**src/hw/rtl/rbt_pkg.sv**
```systemverilog
// Replay buffer table: shared constants, codes and structs.
// Used by every file of the block; depends on nothing.
`timescale 1ns / 1ps

package rbt_pkg;

	// Table geometry
	localparam int DEPTH   = 16;
	localparam int ID_BITS = 32;
	localparam int IDX_W   = $clog2(DEPTH);
	localparam int CNT_W   = $clog2(DEPTH + 1);
	localparam int BYTE_W  = 20;

	// Field widths of the channels
	localparam int OP_W   = 4;
	localparam int CFG_IW = 8;

	// Opcodes
	localparam logic [OP_W-1:0] OP_STORE     = 4'd0;
	localparam logic [OP_W-1:0] OP_REPLAY    = 4'd1;
	localparam logic [OP_W-1:0] OP_REMOVE    = 4'd2;
	localparam logic [OP_W-1:0] OP_QUERY     = 4'd3;
	localparam logic [OP_W-1:0] OP_PURGE_EXP = 4'd4;
	localparam logic [OP_W-1:0] OP_PURGE_OLD = 4'd5;
	localparam logic [OP_W-1:0] OP_TRIM      = 4'd6;
	localparam logic [OP_W-1:0] OP_CLEAR     = 4'd7;
	localparam logic [OP_W-1:0] OP_TICK      = 4'd8;

	// Result status codes
	localparam logic [1:0] ST_OK        = 2'd0;
	localparam logic [1:0] ST_NOT_FOUND = 2'd1;
	localparam logic [1:0] ST_LIMIT     = 2'd2;
	localparam logic [1:0] ST_TOO_SOON  = 2'd3;

	// Configuration register indexes
	localparam logic [CFG_IW-1:0] CFG_MAX_ENTRIES = 8'd0;
	localparam logic [CFG_IW-1:0] CFG_MAX_REPLAYS = 8'd1;
	localparam logic [CFG_IW-1:0] CFG_REPLAY_GAP  = 8'd2;
	localparam logic [CFG_IW-1:0] CFG_MAX_AGE     = 8'd3;

	// Use-order commands from the sequencer
	typedef struct packed {
		logic             clear;
		logic             alloc;
		logic             drop;
		logic             newest;
		logic [IDX_W-1:0] idx;
		logic [IDX_W-1:0] rank_val;
	} rbt_order_cmd_t;

	// Use-order status back to the sequencer
	typedef struct packed {
		logic [DEPTH-1:0] valid;
		logic             oldest_ok;
		logic [IDX_W-1:0] oldest_idx;
		logic             free_ok;
		logic [IDX_W-1:0] free_idx;
	} rbt_order_sts_t;

	// One result transaction
	typedef struct packed {
		logic [1:0]  status;
		logic        found;
		logic [31:0] kind_out;
		logic [15:0] size_out;
		logic [7:0]  replays_done;
		logic        evicted_valid;
		logic [31:0] evicted_id;
		logic [4:0]  removed_count;
		logic [4:0]  entry_count;
		logic [19:0] total_bytes;
	} rbt_result_t;

endpackage

```
**src/hw/rtl/rbt_ifs.sv**
```systemverilog
// Replay buffer table: request, result and configuration channel interfaces.
// Depends on rbt_pkg for field widths.
`timescale 1ns / 1ps

interface rbt_req_if;
	logic                          valid;
	logic                          ready;
	logic [rbt_pkg::OP_W-1:0]      opcode;
	logic [31:0]                   msg_id;
	logic [31:0]                   message_kind;
	logic [15:0]                   payload_size;
	logic [31:0]                   limit;
	modport source (output valid, opcode, msg_id, message_kind, payload_size, limit,
		input ready);
	modport sink (input valid, opcode, msg_id, message_kind, payload_size, limit,
		output ready);
endinterface

interface rbt_rsp_if;
	logic        valid;
	logic        ready;
	logic [1:0]  status;
	logic        found;
	logic [31:0] kind_out;
	logic [15:0] size_out;
	logic [7:0]  replays_done;
	logic        evicted_valid;
	logic [31:0] evicted_id;
	logic [4:0]  removed_count;
	logic [4:0]  entry_count;
	logic [19:0] total_bytes;
	modport source (output valid, status, found, kind_out, size_out, replays_done,
		evicted_valid, evicted_id, removed_count, entry_count, total_bytes, input ready);
	modport sink (input valid, status, found, kind_out, size_out, replays_done,
		evicted_valid, evicted_id, removed_count, entry_count, total_bytes, output ready);
endinterface

interface rbt_cfg_if;
	logic                       valid;
	logic                       ready;
	logic [rbt_pkg::CFG_IW-1:0] index;
	logic [31:0]                data;
	modport source (output valid, index, data, input ready);
	modport sink (input valid, index, data, output ready);
endinterface

```
**src/hw/rtl/rbt_order.sv**
```systemverilog
// Replay buffer table: entry valid bits and use-order ranks.
// Finds the least recently used and the first free entry. Depends on rbt_pkg.
`timescale 1ns / 1ps

module rbt_order (
	input  logic                    clk,
	input  logic                    arst_n,
	input  rbt_pkg::rbt_order_cmd_t cmd,
	output rbt_pkg::rbt_order_sts_t sts
);

	logic [rbt_pkg::DEPTH-1:0] valid_q;
	logic [rbt_pkg::IDX_W-1:0] rank_q [rbt_pkg::DEPTH];
	logic [rbt_pkg::IDX_W-1:0] gap_rank;

	// rank whose gap closes on drop or promote
	assign gap_rank = rank_q[cmd.idx];

	// valid bits and ranks
	always_ff @(posedge clk or negedge arst_n) begin
		if (!arst_n) begin
			valid_q <= '0;
		end else if (cmd.clear) begin
			valid_q <= '0;
		end else if (cmd.alloc) begin
			valid_q[cmd.idx] <= 1'b1;
		end else if (cmd.drop) begin
			valid_q[cmd.idx] <= 1'b0;
		end
	end

	always_ff @(posedge clk) begin
		for (int j = 0; j < rbt_pkg::DEPTH; j++) begin
			if (cmd.alloc && cmd.idx == rbt_pkg::IDX_W'(j)) begin
				rank_q[j] <= cmd.rank_val;
			end else if (cmd.newest && cmd.idx == rbt_pkg::IDX_W'(j)) begin
				rank_q[j] <= cmd.rank_val;
			end else if ((cmd.drop || cmd.newest) && !cmd.clear && valid_q[j] &&
					rank_q[j] > gap_rank) begin
				rank_q[j] <= rank_q[j] - 1'b1;
			end
		end
	end

	// oldest and free finders, lowest index first
	always_comb begin
		sts.valid      = valid_q;
		sts.oldest_ok  = 1'b0;
		sts.oldest_idx = '0;
		sts.free_ok    = 1'b0;
		sts.free_idx   = '0;
		for (int j = rbt_pkg::DEPTH - 1; j >= 0; j--) begin
			if (valid_q[j] && rank_q[j] == '0) begin
				sts.oldest_ok  = 1'b1;
				sts.oldest_idx = rbt_pkg::IDX_W'(j);
			end
			if (!valid_q[j]) begin
				sts.free_ok  = 1'b1;
				sts.free_idx = rbt_pkg::IDX_W'(j);
			end
		end
	end

endmodule

```
**src/hw/rtl/replay_buffer_table_unit.sv**
```systemverilog
// Replay buffer table top level: sequencer, entry fields and result register.
// Depends on rbt_pkg, rbt_ifs and rbt_order.
`timescale 1ns / 1ps

// One transaction at a time passes through a sequencer that reads one table entry per cycle
// through a single shared read port and compare unit. Store, replay, remove and query scan
// for the id, one entry a cycle, stopping at the hit, then carry out the operation in the
// operation state and load the result in the done state; a store into a new slot evicts
// the oldest entries one at a time as needed and then allocates. Both purges walk all DEPTH
// entries; trim removes the oldest entries one at a time; clear, tick and unused opcodes
// go straight from the operation state to the done state. The sequencer then returns to
// idle, where the next request is taken. The result sits in an output register, so the
// next request is taken while it waits; that request holds in the done state until the
// earlier result has been taken. Valid bits are flip-flops cleared by reset and ranks
// are only read for valid entries; no clearing pass is needed.
module replay_buffer_table_unit (
	input logic        clk,
	input logic        arst_n,
	rbt_req_if.sink    req,
	rbt_rsp_if.source  rsp,
	rbt_cfg_if.sink    cfg
);

	typedef enum logic [6:0] {
		S_IDLE  = 7'b0000001,
		S_LOOK  = 7'b0000010,
		S_OP    = 7'b0000100,
		S_EVICT = 7'b0001000,
		S_PURGE = 7'b0010000,
		S_TRIM  = 7'b0100000,
		S_DONE  = 7'b1000000
	} state_t;

	state_t state_q;

	// configuration
	logic [4:0]  max_entries_q;
	logic [7:0]  max_replays_q;
	logic [15:0] replay_gap_q;
	logic [31:0] max_age_q;

	// request fields
	logic [rbt_pkg::OP_W-1:0]    op_q;
	logic [rbt_pkg::ID_BITS-1:0] id_q;
	logic [31:0]                 kind_in_q;
	logic [15:0]                 size_in_q;
	logic [31:0]                 limit_q;

	// table scalars
	logic [31:0]                now_q;
	logic [rbt_pkg::CNT_W-1:0]  count_q;
	logic [rbt_pkg::BYTE_W-1:0] bytes_q;

	// sequencer
	logic [rbt_pkg::IDX_W-1:0] idx_q;
	logic [rbt_pkg::IDX_W-1:0] hit_q;
	logic                      found_q;

	// partial result
	logic [1:0]  status_q;
	logic [31:0] res_kind_q;
	logic [15:0] res_size_q;
	logic [7:0]  res_repl_q;
	logic        ev_valid_q;
	logic [31:0] ev_id_q;
	logic [4:0]  removed_q;

	rbt_pkg::rbt_result_t out_q;
	logic                 out_valid_q;

	// entry fields, one shared read port
	logic [rbt_pkg::ID_BITS-1:0] ent_id_q    [rbt_pkg::DEPTH];
	logic [31:0]                 ent_kind_q  [rbt_pkg::DEPTH];
	logic [15:0]                 ent_size_q  [rbt_pkg::DEPTH];
	logic [31:0]                 ent_stamp_q [rbt_pkg::DEPTH];
	logic [7:0]                  ent_repl_q  [rbt_pkg::DEPTH];
	logic [31:0]                 ent_last_q  [rbt_pkg::DEPTH];
	logic                        ent_ever_q  [rbt_pkg::DEPTH];

	rbt_pkg::rbt_order_cmd_t ord_cmd;
	rbt_pkg::rbt_order_sts_t ord_sts;

	logic [rbt_pkg::IDX_W-1:0]   rd_idx;
	logic [rbt_pkg::ID_BITS-1:0] rd_id;
	logic [31:0]                 rd_kind;
	logic [15:0]                 rd_size;
	logic [31:0]                 rd_stamp;
	logic [7:0]                  rd_repl;
	logic [31:0]                 rd_last;
	logic                        rd_ever;

	logic                      req_fire;
	logic                      cfg_fire;
	logic [rbt_pkg::CNT_W-1:0] cap;
	logic                      evict_go;
	logic                      trim_go;
	logic                      match;
	logic [31:0]               age;
	logic                      kill;
	logic                      rep_limit;
	logic                      rep_soon;
	logic                      rep_ok;
	logic                      do_rewrite;
	logic                      do_replay;
	logic                      do_alloc;
	logic                      out_free;

	assign req_fire  = req.valid && req.ready;
	assign cfg_fire  = cfg.valid && cfg.ready;
	assign req.ready = (state_q == S_IDLE);
	assign cfg.ready = 1'b1;
	assign out_free  = !out_valid_q || rsp.ready;

	// shared read port
	always_comb begin
		unique case (state_q) inside
			S_LOOK, S_PURGE: rd_idx = idx_q;
			S_OP:            rd_idx = hit_q;
			default:         rd_idx = ord_sts.oldest_idx;
		endcase
	end

	assign rd_id    = ent_id_q[rd_idx];
	assign rd_kind  = ent_kind_q[rd_idx];
	assign rd_size  = ent_size_q[rd_idx];
	assign rd_stamp = ent_stamp_q[rd_idx];
	assign rd_repl  = ent_repl_q[rd_idx];
	assign rd_last  = ent_last_q[rd_idx];
	assign rd_ever  = ent_ever_q[rd_idx];

	// capacity: zero acts as one, clamp at DEPTH
	always_comb begin
		if (max_entries_q == '0) begin
			cap = rbt_pkg::CNT_W'(1);
		end else if (rbt_pkg::CNT_W'(max_entries_q) > rbt_pkg::CNT_W'(rbt_pkg::DEPTH) ||
				32'(max_entries_q) > 32'(rbt_pkg::DEPTH)) begin
			cap = rbt_pkg::CNT_W'(rbt_pkg::DEPTH);
		end else begin
			cap = rbt_pkg::CNT_W'(max_entries_q);
		end
	end

	// shared compare unit decisions
	assign match     = ord_sts.valid[rd_idx] && rd_id == id_q;
	assign age       = now_q - rd_stamp;
	assign kill      = ord_sts.valid[rd_idx] && ((op_q == rbt_pkg::OP_PURGE_EXP) ?
		(age > max_age_q || rd_repl >= max_replays_q) : (age > limit_q));
	assign evict_go  = count_q >= cap && ord_sts.oldest_ok;
	assign trim_go   = 32'(count_q) > limit_q && ord_sts.oldest_ok;
	assign rep_limit = rd_repl >= max_replays_q;
	assign rep_soon  = rd_ever && (now_q - rd_last) < {16'd0, replay_gap_q};
	assign rep_ok    = !rep_limit && !rep_soon;

	assign do_rewrite = state_q == S_OP && op_q == rbt_pkg::OP_STORE && found_q;
	assign do_replay  = state_q == S_OP && op_q == rbt_pkg::OP_REPLAY && found_q && rep_ok;
	assign do_alloc   = state_q == S_EVICT && !evict_go && ord_sts.free_ok;

	// use-order commands
	always_comb begin
		ord_cmd.clear    = state_q == S_OP && op_q == rbt_pkg::OP_CLEAR;
		ord_cmd.alloc    = do_alloc;
		ord_cmd.newest   = do_rewrite || do_replay;
		ord_cmd.drop     = (state_q == S_EVICT && evict_go) || (state_q == S_TRIM && trim_go) ||
			(state_q == S_PURGE && kill) ||
			(state_q == S_OP && op_q == rbt_pkg::OP_REMOVE && found_q);
		ord_cmd.idx      = do_alloc ? ord_sts.free_idx : rd_idx;
		ord_cmd.rank_val = do_alloc ? rbt_pkg::IDX_W'(count_q) :
			rbt_pkg::IDX_W'(count_q - 1'b1);
	end

	rbt_order u_order (
		.clk    (clk),
		.arst_n (arst_n),
		.cmd    (ord_cmd),
		.sts    (ord_sts)
	);

	// configuration registers
	always_ff @(posedge clk or negedge arst_n) begin
		if (!arst_n) begin
			max_entries_q <= 5'd16;
			max_replays_q <= 8'd3;
			replay_gap_q  <= 16'd500;
			max_age_q     <= 32'd600000;
		end else if (cfg_fire) begin
			unique case (cfg.index)
				rbt_pkg::CFG_MAX_ENTRIES: max_entries_q <= cfg.data[4:0];
				rbt_pkg::CFG_MAX_REPLAYS: max_replays_q <= cfg.data[7:0];
				rbt_pkg::CFG_REPLAY_GAP:  replay_gap_q  <= cfg.data[15:0];
				rbt_pkg::CFG_MAX_AGE:     max_age_q     <= cfg.data;
				default: ;
			endcase
		end
	end

	// entry field writes
	always_ff @(posedge clk) begin
		if (do_alloc) begin
			ent_id_q[ord_sts.free_idx]    <= id_q;
			ent_kind_q[ord_sts.free_idx]  <= kind_in_q;
			ent_size_q[ord_sts.free_idx]  <= size_in_q;
			ent_stamp_q[ord_sts.free_idx] <= now_q;
			ent_repl_q[ord_sts.free_idx]  <= '0;
			ent_last_q[ord_sts.free_idx]  <= '0;
			ent_ever_q[ord_sts.free_idx]  <= 1'b0;
		end else if (do_rewrite) begin
			ent_kind_q[hit_q]  <= kind_in_q;
			ent_size_q[hit_q]  <= size_in_q;
			ent_stamp_q[hit_q] <= now_q;
			ent_repl_q[hit_q]  <= '0;
			ent_last_q[hit_q]  <= '0;
			ent_ever_q[hit_q]  <= 1'b0;
		end else if (do_replay) begin
			ent_repl_q[hit_q] <= rd_repl + 1'b1;
			ent_last_q[hit_q] <= now_q;
			ent_ever_q[hit_q] <= 1'b1;
		end
	end

	// request fields and result payload
	always_ff @(posedge clk) begin
		if (req_fire) begin
			op_q      <= req.opcode;
			id_q      <= req.msg_id[rbt_pkg::ID_BITS-1:0];
			kind_in_q <= req.message_kind;
			size_in_q <= req.payload_size;
			limit_q   <= req.limit;
		end
		if (state_q == S_DONE && out_free) begin
			out_q.status        <= status_q;
			out_q.found         <= found_q;
			out_q.kind_out      <= res_kind_q;
			out_q.size_out      <= res_size_q;
			out_q.replays_done  <= res_repl_q;
			out_q.evicted_valid <= ev_valid_q;
			out_q.evicted_id    <= ev_id_q;
			out_q.removed_count <= removed_q;
			out_q.entry_count   <= 5'(count_q);
			out_q.total_bytes   <= bytes_q;
		end
	end

	// sequencer and table scalars
	always_ff @(posedge clk or negedge arst_n) begin
		if (!arst_n) begin
			state_q     <= S_IDLE;
			now_q       <= '0;
			count_q     <= '0;
			bytes_q     <= '0;
			idx_q       <= '0;
			hit_q       <= '0;
			found_q     <= 1'b0;
			status_q    <= rbt_pkg::ST_OK;
			res_kind_q  <= '0;
			res_size_q  <= '0;
			res_repl_q  <= '0;
			ev_valid_q  <= 1'b0;
			ev_id_q     <= '0;
			removed_q   <= '0;
			out_valid_q <= 1'b0;
		end else begin
			// result register: loaded on completion, cleared once taken
			if (state_q == S_DONE && out_free) begin
				out_valid_q <= 1'b1;
			end else if (rsp.valid && rsp.ready) begin
				out_valid_q <= 1'b0;
			end
			// count and byte total follow the use-order commands
			if (ord_cmd.drop) begin
				count_q   <= count_q - 1'b1;
				bytes_q   <= bytes_q - rbt_pkg::BYTE_W'(rd_size);
				removed_q <= removed_q + 1'b1;
			end else if (do_alloc) begin
				count_q <= count_q + 1'b1;
				bytes_q <= bytes_q + rbt_pkg::BYTE_W'(size_in_q);
			end else if (do_rewrite) begin
				bytes_q <= bytes_q - rbt_pkg::BYTE_W'(rd_size) + rbt_pkg::BYTE_W'(size_in_q);
			end

			unique case (state_q)
				S_IDLE: begin
					if (req_fire) begin
						idx_q      <= '0;
						found_q    <= 1'b0;
						status_q   <= rbt_pkg::ST_OK;
						res_kind_q <= '0;
						res_size_q <= '0;
						res_repl_q <= '0;
						ev_valid_q <= 1'b0;
						ev_id_q    <= '0;
						removed_q  <= '0;
						state_q    <= (req.opcode <= rbt_pkg::OP_QUERY) ? S_LOOK : S_OP;
					end
				end
				S_LOOK: begin
					if (match) begin
						hit_q   <= idx_q;
						found_q <= 1'b1;
						state_q <= S_OP;
					end else if (idx_q == rbt_pkg::IDX_W'(rbt_pkg::DEPTH - 1)) begin
						state_q <= S_OP;
					end else begin
						idx_q <= idx_q + 1'b1;
					end
				end
				S_OP: begin
					state_q <= S_DONE;
					unique case (op_q) inside
						rbt_pkg::OP_STORE: begin
							if (!found_q) begin
								state_q <= S_EVICT;
							end
						end
						rbt_pkg::OP_REPLAY: begin
							if (!found_q) begin
								status_q <= rbt_pkg::ST_NOT_FOUND;
							end else begin
								res_kind_q <= rd_kind;
								res_size_q <= rd_size;
								if (rep_limit) begin
									status_q   <= rbt_pkg::ST_LIMIT;
									res_repl_q <= rd_repl;
								end else if (rep_soon) begin
									status_q   <= rbt_pkg::ST_TOO_SOON;
									res_repl_q <= rd_repl;
								end else begin
									res_repl_q <= rd_repl + 1'b1;
								end
							end
						end
						rbt_pkg::OP_REMOVE, rbt_pkg::OP_QUERY: begin
							if (!found_q) begin
								status_q <= rbt_pkg::ST_NOT_FOUND;
							end else begin
								res_kind_q <= rd_kind;
								res_size_q <= rd_size;
								res_repl_q <= rd_repl;
							end
						end
						rbt_pkg::OP_PURGE_EXP, rbt_pkg::OP_PURGE_OLD: begin
							idx_q   <= '0;
							state_q <= S_PURGE;
						end
						rbt_pkg::OP_TRIM: begin
							state_q <= S_TRIM;
						end
						rbt_pkg::OP_CLEAR: begin
							removed_q <= 5'(count_q);
							count_q   <= '0;
							bytes_q   <= '0;
						end
						rbt_pkg::OP_TICK: begin
							now_q <= now_q + 1'b1;
						end
						default: ;
					endcase
				end
				S_EVICT: begin
					// drop the oldest until below capacity, then allocate
					if (evict_go) begin
						if (!ev_valid_q) begin
							ev_valid_q <= 1'b1;
							ev_id_q    <= 32'(rd_id);
						end
					end else begin
						state_q <= S_DONE;
					end
				end
				S_PURGE: begin
					if (idx_q == rbt_pkg::IDX_W'(rbt_pkg::DEPTH - 1)) begin
						state_q <= S_DONE;
					end else begin
						idx_q <= idx_q + 1'b1;
					end
				end
				S_TRIM: begin
					if (!trim_go) begin
						state_q <= S_DONE;
					end
				end
				S_DONE: begin
					if (out_free) begin
						state_q <= S_IDLE;
					end
				end
				default: state_q <= S_IDLE;
			endcase
		end
	end

	// result channel
	assign rsp.valid         = out_valid_q;
	assign rsp.status        = out_q.status;
	assign rsp.found         = out_q.found;
	assign rsp.kind_out      = out_q.kind_out;
	assign rsp.size_out      = out_q.size_out;
	assign rsp.replays_done  = out_q.replays_done;
	assign rsp.evicted_valid = out_q.evicted_valid;
	assign rsp.evicted_id    = out_q.evicted_id;
	assign rsp.removed_count = out_q.removed_count;
	assign rsp.entry_count   = out_q.entry_count;
	assign rsp.total_bytes   = out_q.total_bytes;

	// checks
	a_count_matches_valid: assert property (@(posedge clk) disable iff (!arst_n)
		$countones(ord_sts.valid) == 32'(count_q))
		else $error("entry count differs from valid bits");

	a_count_bounded: assert property (@(posedge clk) disable iff (!arst_n)
		32'(count_q) <= 32'(rbt_pkg::DEPTH))
		else $error("entry count above table depth");

	a_drop_valid: assert property (@(posedge clk) disable iff (!arst_n)
		ord_cmd.drop |-> ord_sts.valid[ord_cmd.idx])
		else $error("dropping an empty entry");

	a_alloc_room: assert property (@(posedge clk) disable iff (!arst_n)
		(state_q == S_EVICT && !evict_go) |-> ord_sts.free_ok)
		else $error("no free entry for store");

	a_done_to_out: assert property (@(posedge clk) disable iff (!arst_n)
		(state_q == S_DONE && out_free) |=> out_valid_q)
		else $error("finished transaction not presented");

endmodule
```
**src/flat_wrapper.sv**
```systemverilog
// flat-port wrapper written by rule: the top's interface ports become plain ports
module replay_buffer_table_unit_flat 
  (clk, arst_n, req_valid, req_opcode, req_msg_id, req_message_kind, req_payload_size, req_limit, req_ready, rsp_valid, rsp_status, rsp_found, rsp_kind_out, rsp_size_out, rsp_replays_done, rsp_evicted_valid, rsp_evicted_id, rsp_removed_count, rsp_entry_count, rsp_total_bytes, rsp_ready, cfg_valid, cfg_index, cfg_data, cfg_ready);
  rbt_req_if req_i ();
  rbt_rsp_if rsp_i ();
  rbt_cfg_if cfg_i ();
  input logic clk;
  input logic arst_n;
  input wire logic [$bits(req_i.valid)-1:0] req_valid;
  input wire logic [$bits(req_i.opcode)-1:0] req_opcode;
  input wire logic [$bits(req_i.msg_id)-1:0] req_msg_id;
  input wire logic [$bits(req_i.message_kind)-1:0] req_message_kind;
  input wire logic [$bits(req_i.payload_size)-1:0] req_payload_size;
  input wire logic [$bits(req_i.limit)-1:0] req_limit;
  output wire logic [$bits(req_i.ready)-1:0] req_ready;
  output wire logic [$bits(rsp_i.valid)-1:0] rsp_valid;
  output wire logic [$bits(rsp_i.status)-1:0] rsp_status;
  output wire logic [$bits(rsp_i.found)-1:0] rsp_found;
  output wire logic [$bits(rsp_i.kind_out)-1:0] rsp_kind_out;
  output wire logic [$bits(rsp_i.size_out)-1:0] rsp_size_out;
  output wire logic [$bits(rsp_i.replays_done)-1:0] rsp_replays_done;
  output wire logic [$bits(rsp_i.evicted_valid)-1:0] rsp_evicted_valid;
  output wire logic [$bits(rsp_i.evicted_id)-1:0] rsp_evicted_id;
  output wire logic [$bits(rsp_i.removed_count)-1:0] rsp_removed_count;
  output wire logic [$bits(rsp_i.entry_count)-1:0] rsp_entry_count;
  output wire logic [$bits(rsp_i.total_bytes)-1:0] rsp_total_bytes;
  input wire logic [$bits(rsp_i.ready)-1:0] rsp_ready;
  input wire logic [$bits(cfg_i.valid)-1:0] cfg_valid;
  input wire logic [$bits(cfg_i.index)-1:0] cfg_index;
  input wire logic [$bits(cfg_i.data)-1:0] cfg_data;
  output wire logic [$bits(cfg_i.ready)-1:0] cfg_ready;
  assign req_i.valid = req_valid;
  assign req_i.opcode = req_opcode;
  assign req_i.msg_id = req_msg_id;
  assign req_i.message_kind = req_message_kind;
  assign req_i.payload_size = req_payload_size;
  assign req_i.limit = req_limit;
  assign req_ready = req_i.ready;
  assign rsp_valid = rsp_i.valid;
  assign rsp_status = rsp_i.status;
  assign rsp_found = rsp_i.found;
  assign rsp_kind_out = rsp_i.kind_out;
  assign rsp_size_out = rsp_i.size_out;
  assign rsp_replays_done = rsp_i.replays_done;
  assign rsp_evicted_valid = rsp_i.evicted_valid;
  assign rsp_evicted_id = rsp_i.evicted_id;
  assign rsp_removed_count = rsp_i.removed_count;
  assign rsp_entry_count = rsp_i.entry_count;
  assign rsp_total_bytes = rsp_i.total_bytes;
  assign rsp_i.ready = rsp_ready;
  assign cfg_i.valid = cfg_valid;
  assign cfg_i.index = cfg_index;
  assign cfg_i.data = cfg_data;
  assign cfg_ready = cfg_i.ready;
  replay_buffer_table_unit u_core (.clk(clk), .arst_n(arst_n), .req(req_i), .rsp(rsp_i), .cfg(cfg_i));
endmodule
```
**config.mk**
```make
export PLATFORM = sky130hd
export DESIGN_NAME = replay_buffer_table_unit_flat
export DESIGN_NICKNAME = d
export VERILOG_FILES = /design/src/hw/rtl/rbt_pkg.sv /design/src/hw/rtl/rbt_ifs.sv /design/src/hw/rtl/rbt_order.sv /design/src/hw/rtl/replay_buffer_table_unit.sv /design/src/flat_wrapper.sv
export SDC_FILE = /design/constraint.sdc
export NUM_CORES = 2
export LEC_CHECK = 0
export BUFFER_PORTS_ARGS = -buffer_cell sky130_fd_sc_hd__buf_2
export CORE_MARGIN = 4
export CORE_UTILIZATION = 55
export DETAILED_ROUTE_END_ITERATION = 8
export GPL_TIMING_DRIVEN = 0
export PLACE_DENSITY_LB_ADDON = 0.12
export SYNTH_ARGS = -nofsm -noshare
export SYNTH_HDL_FRONTEND = slang
export SYNTH_SLANG_ARGS = --single-unit
```
**constraint.sdc**
```tcl
create_clock -name clk -period 33.8 [get_ports clk]
set_input_delay 5.07 -clock clk [delete_from_list [all_inputs] [get_ports clk]]
set_output_delay 5.07 -clock clk [all_outputs]
set_load 0.05 [all_outputs]
```
---- Word-level counts from Yosys, hierarchy flattened ----
Memory sizes are Yosys's and may differ from the RTL's.
Index checks and enable logic that the tools add are counted.
operators by class
  bitwise gates (word level) .............. 38
  magnitude comparators ................... 28
  divide/modulo/power cells ............... 0
  multipliers ............................. 0
  reduce and logical (&&, ||, !) cells .... 167
  shifts and indexed selects .............. 0
  mux-type cells .......................... 312
  add/sub/neg operators ................... 27
  eq/ne operators ......................... 53
operator list
  operator                 count
  $mux W32                 9
  $mux W5                  41
  $mux W4                  44
  $mux W1                  169
  $pmux W32 S2             2
  $mux W16                 7
  $logic_and A1 B1 Y1      104
  $mux W20                 5
  $reduce_or A32 Y1        3
  $logic_not A4 Y1         18
  $gt A32 B32 Y1           2
  $gt A4 B4 Y1             16
  $sub A32 B32 Y32         2
  $sub A4 B1 Y4 const B    16
  $mux W7                  8
  $mux W8                  7
  $pmux W7 S7              1
  $add A20 B16 Y20         2
  $eq A4 B4 Y1 const B     10
  $or A1 B1 Y1             35
  $add A32 B1 Y32 const B  1
  $eq A32 B32 Y1           1
  $eq A4 B3 Y1 const B     8
  $gt A5 B32 Y1            1
  60 further kinds         113
word-level totals
  memories ................................ 8
  ROM bits ................................ 0
  word-level logic and storage cells ...... 668
  register bits ........................... 485
  RAM bits ................................ 2512
  bits in latches ......................... 0
memories
  memory              depth  width  read ports  clocked after memory_dff  write ports  RTL line                        source
  u_core.ent_id_q     16     32     1           0                         1            replay_buffer_table_unit.sv:72  logic [rbt_pkg::ID_BITS-1:0] ent_id_q [rbt_pkg::DEPTH];
  u_core.ent_kind_q   16     32     1           0                         1            replay_buffer_table_unit.sv:73  logic [31:0] ent_kind_q [rbt_pkg::DEPTH];
  u_core.ent_last_q   16     32     1           0                         1            replay_buffer_table_unit.sv:77  logic [31:0] ent_last_q [rbt_pkg::DEPTH];
  u_core.ent_stamp_q  16     32     1           0                         1            replay_buffer_table_unit.sv:75  logic [31:0] ent_stamp_q [rbt_pkg::DEPTH];
  u_core.ent_size_q   16     16     1           0                         1            replay_buffer_table_unit.sv:74  logic [15:0] ent_size_q [rbt_pkg::DEPTH];
  u_core.ent_repl_q   16     8      1           0                         1            replay_buffer_table_unit.sv:76  logic [7:0] ent_repl_q [rbt_pkg::DEPTH];
  +2 memories         n/a    n/a    n/a         n/a                       n/a          n/a

---- Depth between registers and ports, before layout ----
An unclocked memory read counts as a cell.
  depth after elaboration ................. 38
  depth in mapped cells ................... 50
  mapped depth without buffers ............ 40

---- By module ----
Synthesis repeated with hierarchy kept, for this count alone.
second synthesis, totals
  cell total of the unflattened synthesis .. 10628
  area, all modules ....................... 131026.9 um^2
by module, submodules not included
  module                    instances  area each (um^2)  seq. area each (um^2)  cells an instance
  replay_buffer_table_unit  1          123967.6          86460.4                9964
  rbt_order                 1          7059.3            2322.2                 664

---- Worst setup path before layout ----
Ideal clock, no wire load.
  kind .................................... flip-flop to flip-flop
  from .................................... mem u_core.u_order.rank_q[0][0] (netlist name)
  to ...................................... mem u_core.ent_ever_q[5] (enable)
  slack ................................... 21656 ps
  stages on the path, launching flop included .. 45
  library setup time ...................... 504 ps
  arrival time ............................ 11640 ps
  cell sequence ........................... edfxtp_1 > inv_1 > ha_1 > or4bb_1 > o211ai_2 > nor2_2 > o22ai_4 > buf_4 > buf_4 > buf_4 > buf_2 > buf_4 > buf_2 > clkbuf_1 > buf_2 > buf_1 > nand2_1 > nand3_1 > [... 9 more ...] > nand2_1 > xor2_1 > ha_1 > a2111oi_0 > nand4_1 > or4_1 > nor4_1 > o21a_1 > nand3_1 > a2111oi_0 > nand4_1 > nor4_2 > a311oi_4 > buf_2 > buf_4 > nor2_1 > nand3_1 > o32ai_1
RTL lines
  element             RTL line                        source
  start: declaration  rbt_order.sv:13                 logic [rbt_pkg::IDX_W-1:0] rank_q [rbt_pkg::DEPTH];
  end: declaration    replay_buffer_table_unit.sv:78  logic ent_ever_q [rbt_pkg::DEPTH];

==> reports/metrics.csv <==
stage;metric;value;unit
run_status;run_status;finished with violations;
run_status;violations;capacitance limit, slew limit;
critical_path;cp-end-kind;register;
yosys;ys_warn_count;0;
global_routing;track_usage;0.349;
timing;final.period_utilization;0.483;
place;dp_hpwl;308000;um
critical_path;critical-path-max-stage-delay;1.13;ns
clock_network;clkSinkCount;2997;
yosys;synth_nets;10700;
yosys;yosysSeqAreaShare;0.681;
clock_network;clockBufferDepth;4;
detailed_routing;drc;0;
critical_path;startpoint_type;register;
yosys;synth_edf_count;2750;
critical_path;cpMaxStageDelayCell;clkbuf_1;
yosys;ys.flop_type;edfxtp_1;
floorplan;die-area;245000;um^2
yosys;synth_cell_types;130;
power_and_ir_drop;leakage;54.4;nW
clock_network;ctsHoldBuffers;0;
floorplan;row_count;178;
critical_path;crit_fanout;10;
final_layout;num-fill-cells;17800;
timing;fin_setup_tns;0;ns
clock_network;clk_pin_slew;0.06;ns
final_layout;ff_latch_area;88800;um^2
timing;relSlewSlack;-0.0775;
worst_hold_path;hold_path.class;reg2reg;
final_layout;nets;11400;
global_routing;grt_overflow;0;
detailed_routing;viasPerCell;6.39;
detailed_routing;vias;91900;
critical_path;r2r_cells;44;
critical_path;cp.required;34.61;ns
place;placed_cell_area;138000;um^2
critical_path;cp_common_cell;clkbuf_1;
yosys;synth_area;130000;um^2
place;globalplace.congestion;0.955;
timing;max_slew.worst_pin.slew;1.62;ns
clock_network;cts_resized;0;
place;port_buffers;284;
detailed_routing;postRouteAntennaNets;0;
detailed_routing;dr.first_iter.drc_count;12600;
floorplan;die_h;495;um
final_layout;final_util;0.631;
detailed_routing;routed_wirelength;435000;um
yosys;synth_seq_cells;2997;
critical_path;r2r_slack;17.48;ns
clock_network;cts_buffers;323;
critical_path;worstReg2RegEnd;u_core.u_order.valid_q[15];
flow_run;maxCapViolations;3;
clock_network;cts_tree;yes;
final_layout;drive_gt1_frac;0.126;
floorplan;fp.dieW;495;um
global_routing;grt_pass1_wl;616000;um
global_routing;grt_pass1_vias;87400;
detailed_routing;dr.pass1.iters;7;
global_routing;grt_max_degree;97;
clock_network;cts_max_level;5;
floorplan;core-area;236000;um^2
clock_network;postCtsSetupBuffers;0;
place;pre_cts_ws;17.85;ns
worst_hold_path;hp-start;u_core.res_kind_q[0];
worst_hold_path;holdPathStages;0;
floorplan;io_pins;286;
timing;hold_violations;0;
timing;max_freq;0.0613;GHz
power_and_ir_drop;p_per_area;57.6;nW/um^2
critical_path;worstPathArrival;17.13;ns
detailed_routing;wl_per_cell;30.2;um
final_layout;syn_to_final_growth;14.1;%
yosys;synth_area_per_cell;12.7;um^2
timing;slew_violations;22;
timing;fin_ws;17.48;ns
timing;finalSetupViolations;0;
final_layout;layout_commonest_cell;edfxtp_1;
yosys;syn_inst;10200;
critical_path;critPathKind;reg2reg;
final_layout;design_area;149000;um^2
final_layout;layout_common_cells;2750 x edfxtp_1, 2398 x nand2_1, 1137 x nand3_1;
critical_path;r2r-start;u_core.u_order.rank_q[14][0];
clock_network;clkLatencyLatePin;0.97;ns
timing;rsz0062_at_grt;no;
global_routing;antenna_found_initial;37;
timing;period_needed;16.32;ns
clock_network;root_buffer;clkbuf_16;
yosys;ys_async_sr_fraction;0.0824;
power_and_ir_drop;irDropWorstVdd;0.0481;mV
floorplan;start_util;0.553;
final_layout;multi_input_area;38300;um^2
timing;clock-skew-final;0.0913;ns
worst_hold_path;hold_path_end;u_core.rsp.kind_out[0];
-- layout make-up --
class	instances	area share
clock inverter	147	0.0101
multi-input combinational	6441	0.258
tap	3150	0.0265
clock buffer	424	0.0597
buffer	584	0.0185
sequential	2997	0.597
antenna	22	0.000370
inverter	216	0.00560
timing repair buffer	399	0.0249
-- layer usage --
layer	wire length, um	track usage	vias to the layer above
met3	47400	0.0717	1127
met2	196000	0.536	5750
met4	27400	0.186	10
met5	74	0	-
li1	-	-	39400
met1	164000	0.473	45600
-- critical path, delay by kind of cell, from the launching register on --
kind            cells  cell delay (ns)
fa+ha+maj           4             1.25
simple gates        9             2.39
flops               1             0.44
buf+inv            12             6.42
compound gates     18             5.43
xor+xnor            1             0.17
-- cells in the mapped netlist (21+ instances only) --
| cell type | instances | area (um^2) |
|---|---|---|
| a22o_1 | 37 | 324 |
| a31o_2 | 86 | 753 |
| inv_1 | 214 | 803 |
| a211oi_1 | 36 | 270 |
| nand4_1 | 57 | 357 |
| nand3_1 | 1137 | 5690 |
| o21a_1 | 30 | 225 |
| xor2_1 | 50 | 438 |
| dfrtp_1 | 229 | 5730 |
| nand2b_1 | 40 | 250 |
| nor3_1 | 76 | 380 |
| a21oi_1 | 171 | 856 |
| a31oi_1 | 71 | 444 |
| buf_1 | 94 | 353 |
| mux2i_1 | 240 | 2400 |
| ha_1 | 309 | 3870 |
| nor2_1 | 223 | 837 |
| and2_1 | 49 | 307 |
| nor4_1 | 24 | 150 |
| clkbuf_1 | 279 | 1050 |
| a21o_1 | 42 | 315 |
| edfxtp_1 | 2750 | 82600 |
| a311oi_1 | 257 | 2250 |
| nor2b_1 | 47 | 294 |
| o21ai_0 | 167 | 836 |
| o22ai_1 | 35 | 219 |
| and3_1 | 192 | 1200 |
| or3_1 | 40 | 250 |
| buf_6 | 24 | 270 |
| buf_4 | 31 | 233 |
| mux2_2 | 74 | 833 |
| o211ai_1 | 40 | 300 |
| o31ai_1 | 21 | 158 |
| xnor2_1 | 147 | 1290 |
| nand2_1 | 2398 | 9000 |
| buf_2 | 151 | 756 |
-- registers in the layout (all words and copies together) (netlist names), 64 cells and up --
| name | cells |
|---|---|
| u_core.ent_repl_q | 128 |
| u_core.u_order.rank_q | 64 |
| u_core.ent_stamp_q | 512 |
| u_core.ent_size_q | 256 |
| u_core.ent_id_q | 512 |
| u_core.ent_last_q | 512 |
| u_core.ent_kind_q | 512 |
-- where the power goes --
part           switching, mW  internal, mW  total [mW]
clock network           1.44          2.06        3.50
registers              0.177          4.21        4.38
logic                  0.446         0.228       0.674
-- cells by family (layout without fill, tap and decap cells) --
kind of cell | Yosys count | in the layout | share of synthesized area
AOI/OAI and AO/OA | 1204 | 1204 | 0.0684
other | 1 | 23 | 0.0000288
muxes | 336 | 336 | 0.0284
and+or+nand+nor | 4389 | 4389 | 0.151
adders and majority gates | 314 | 314 | 0.0304
buffers and inverters | 800 | 1770 | 0.0272
DFF | 2997 | 2997 | 0.681
xor gates and xnor gates | 197 | 197 | 0.0132
-- worst max path at each step --
stage | startpoint | cells past startpoint | endpoint
6_report | u_core.u_order.rank_q[14][0] | 44 | u_core.u_order.valid_q[15]
5_1_grt | u_core.u_order.rank_q[15][0] | 44 | u_core.u_order.valid_q[15]
4_1_cts | u_core.u_order.rank_q[14][0] | 44 | u_core.u_order.valid_q[15]
3_5_place_dp | u_core.u_order.rank_q[14][0] | 44 | u_core.u_order.valid_q[15]
3_3_place_gp | u_core.u_order.rank_q[14][0] | 41 | u_core.ent_last_q[5][18]
2_1_floorplan | u_core.u_order.rank_q[0][0] | 44 | u_core.ent_ever_q[5]
-- metrics by stage --
step	power (mW)	std cells	hold slack, ns
6_report	8.56	14400	0.429
5_1_grt	8.79	14400	0.453
4_1_cts	8.56	14400	0.433
3_5_place_dp	5.11	13800	0.436
3_3_place_gp	5.09	13700	0.434
2_1_floorplan	4.80	10200	0.419
Note: power is estimated with default switching activity, not from simulation.
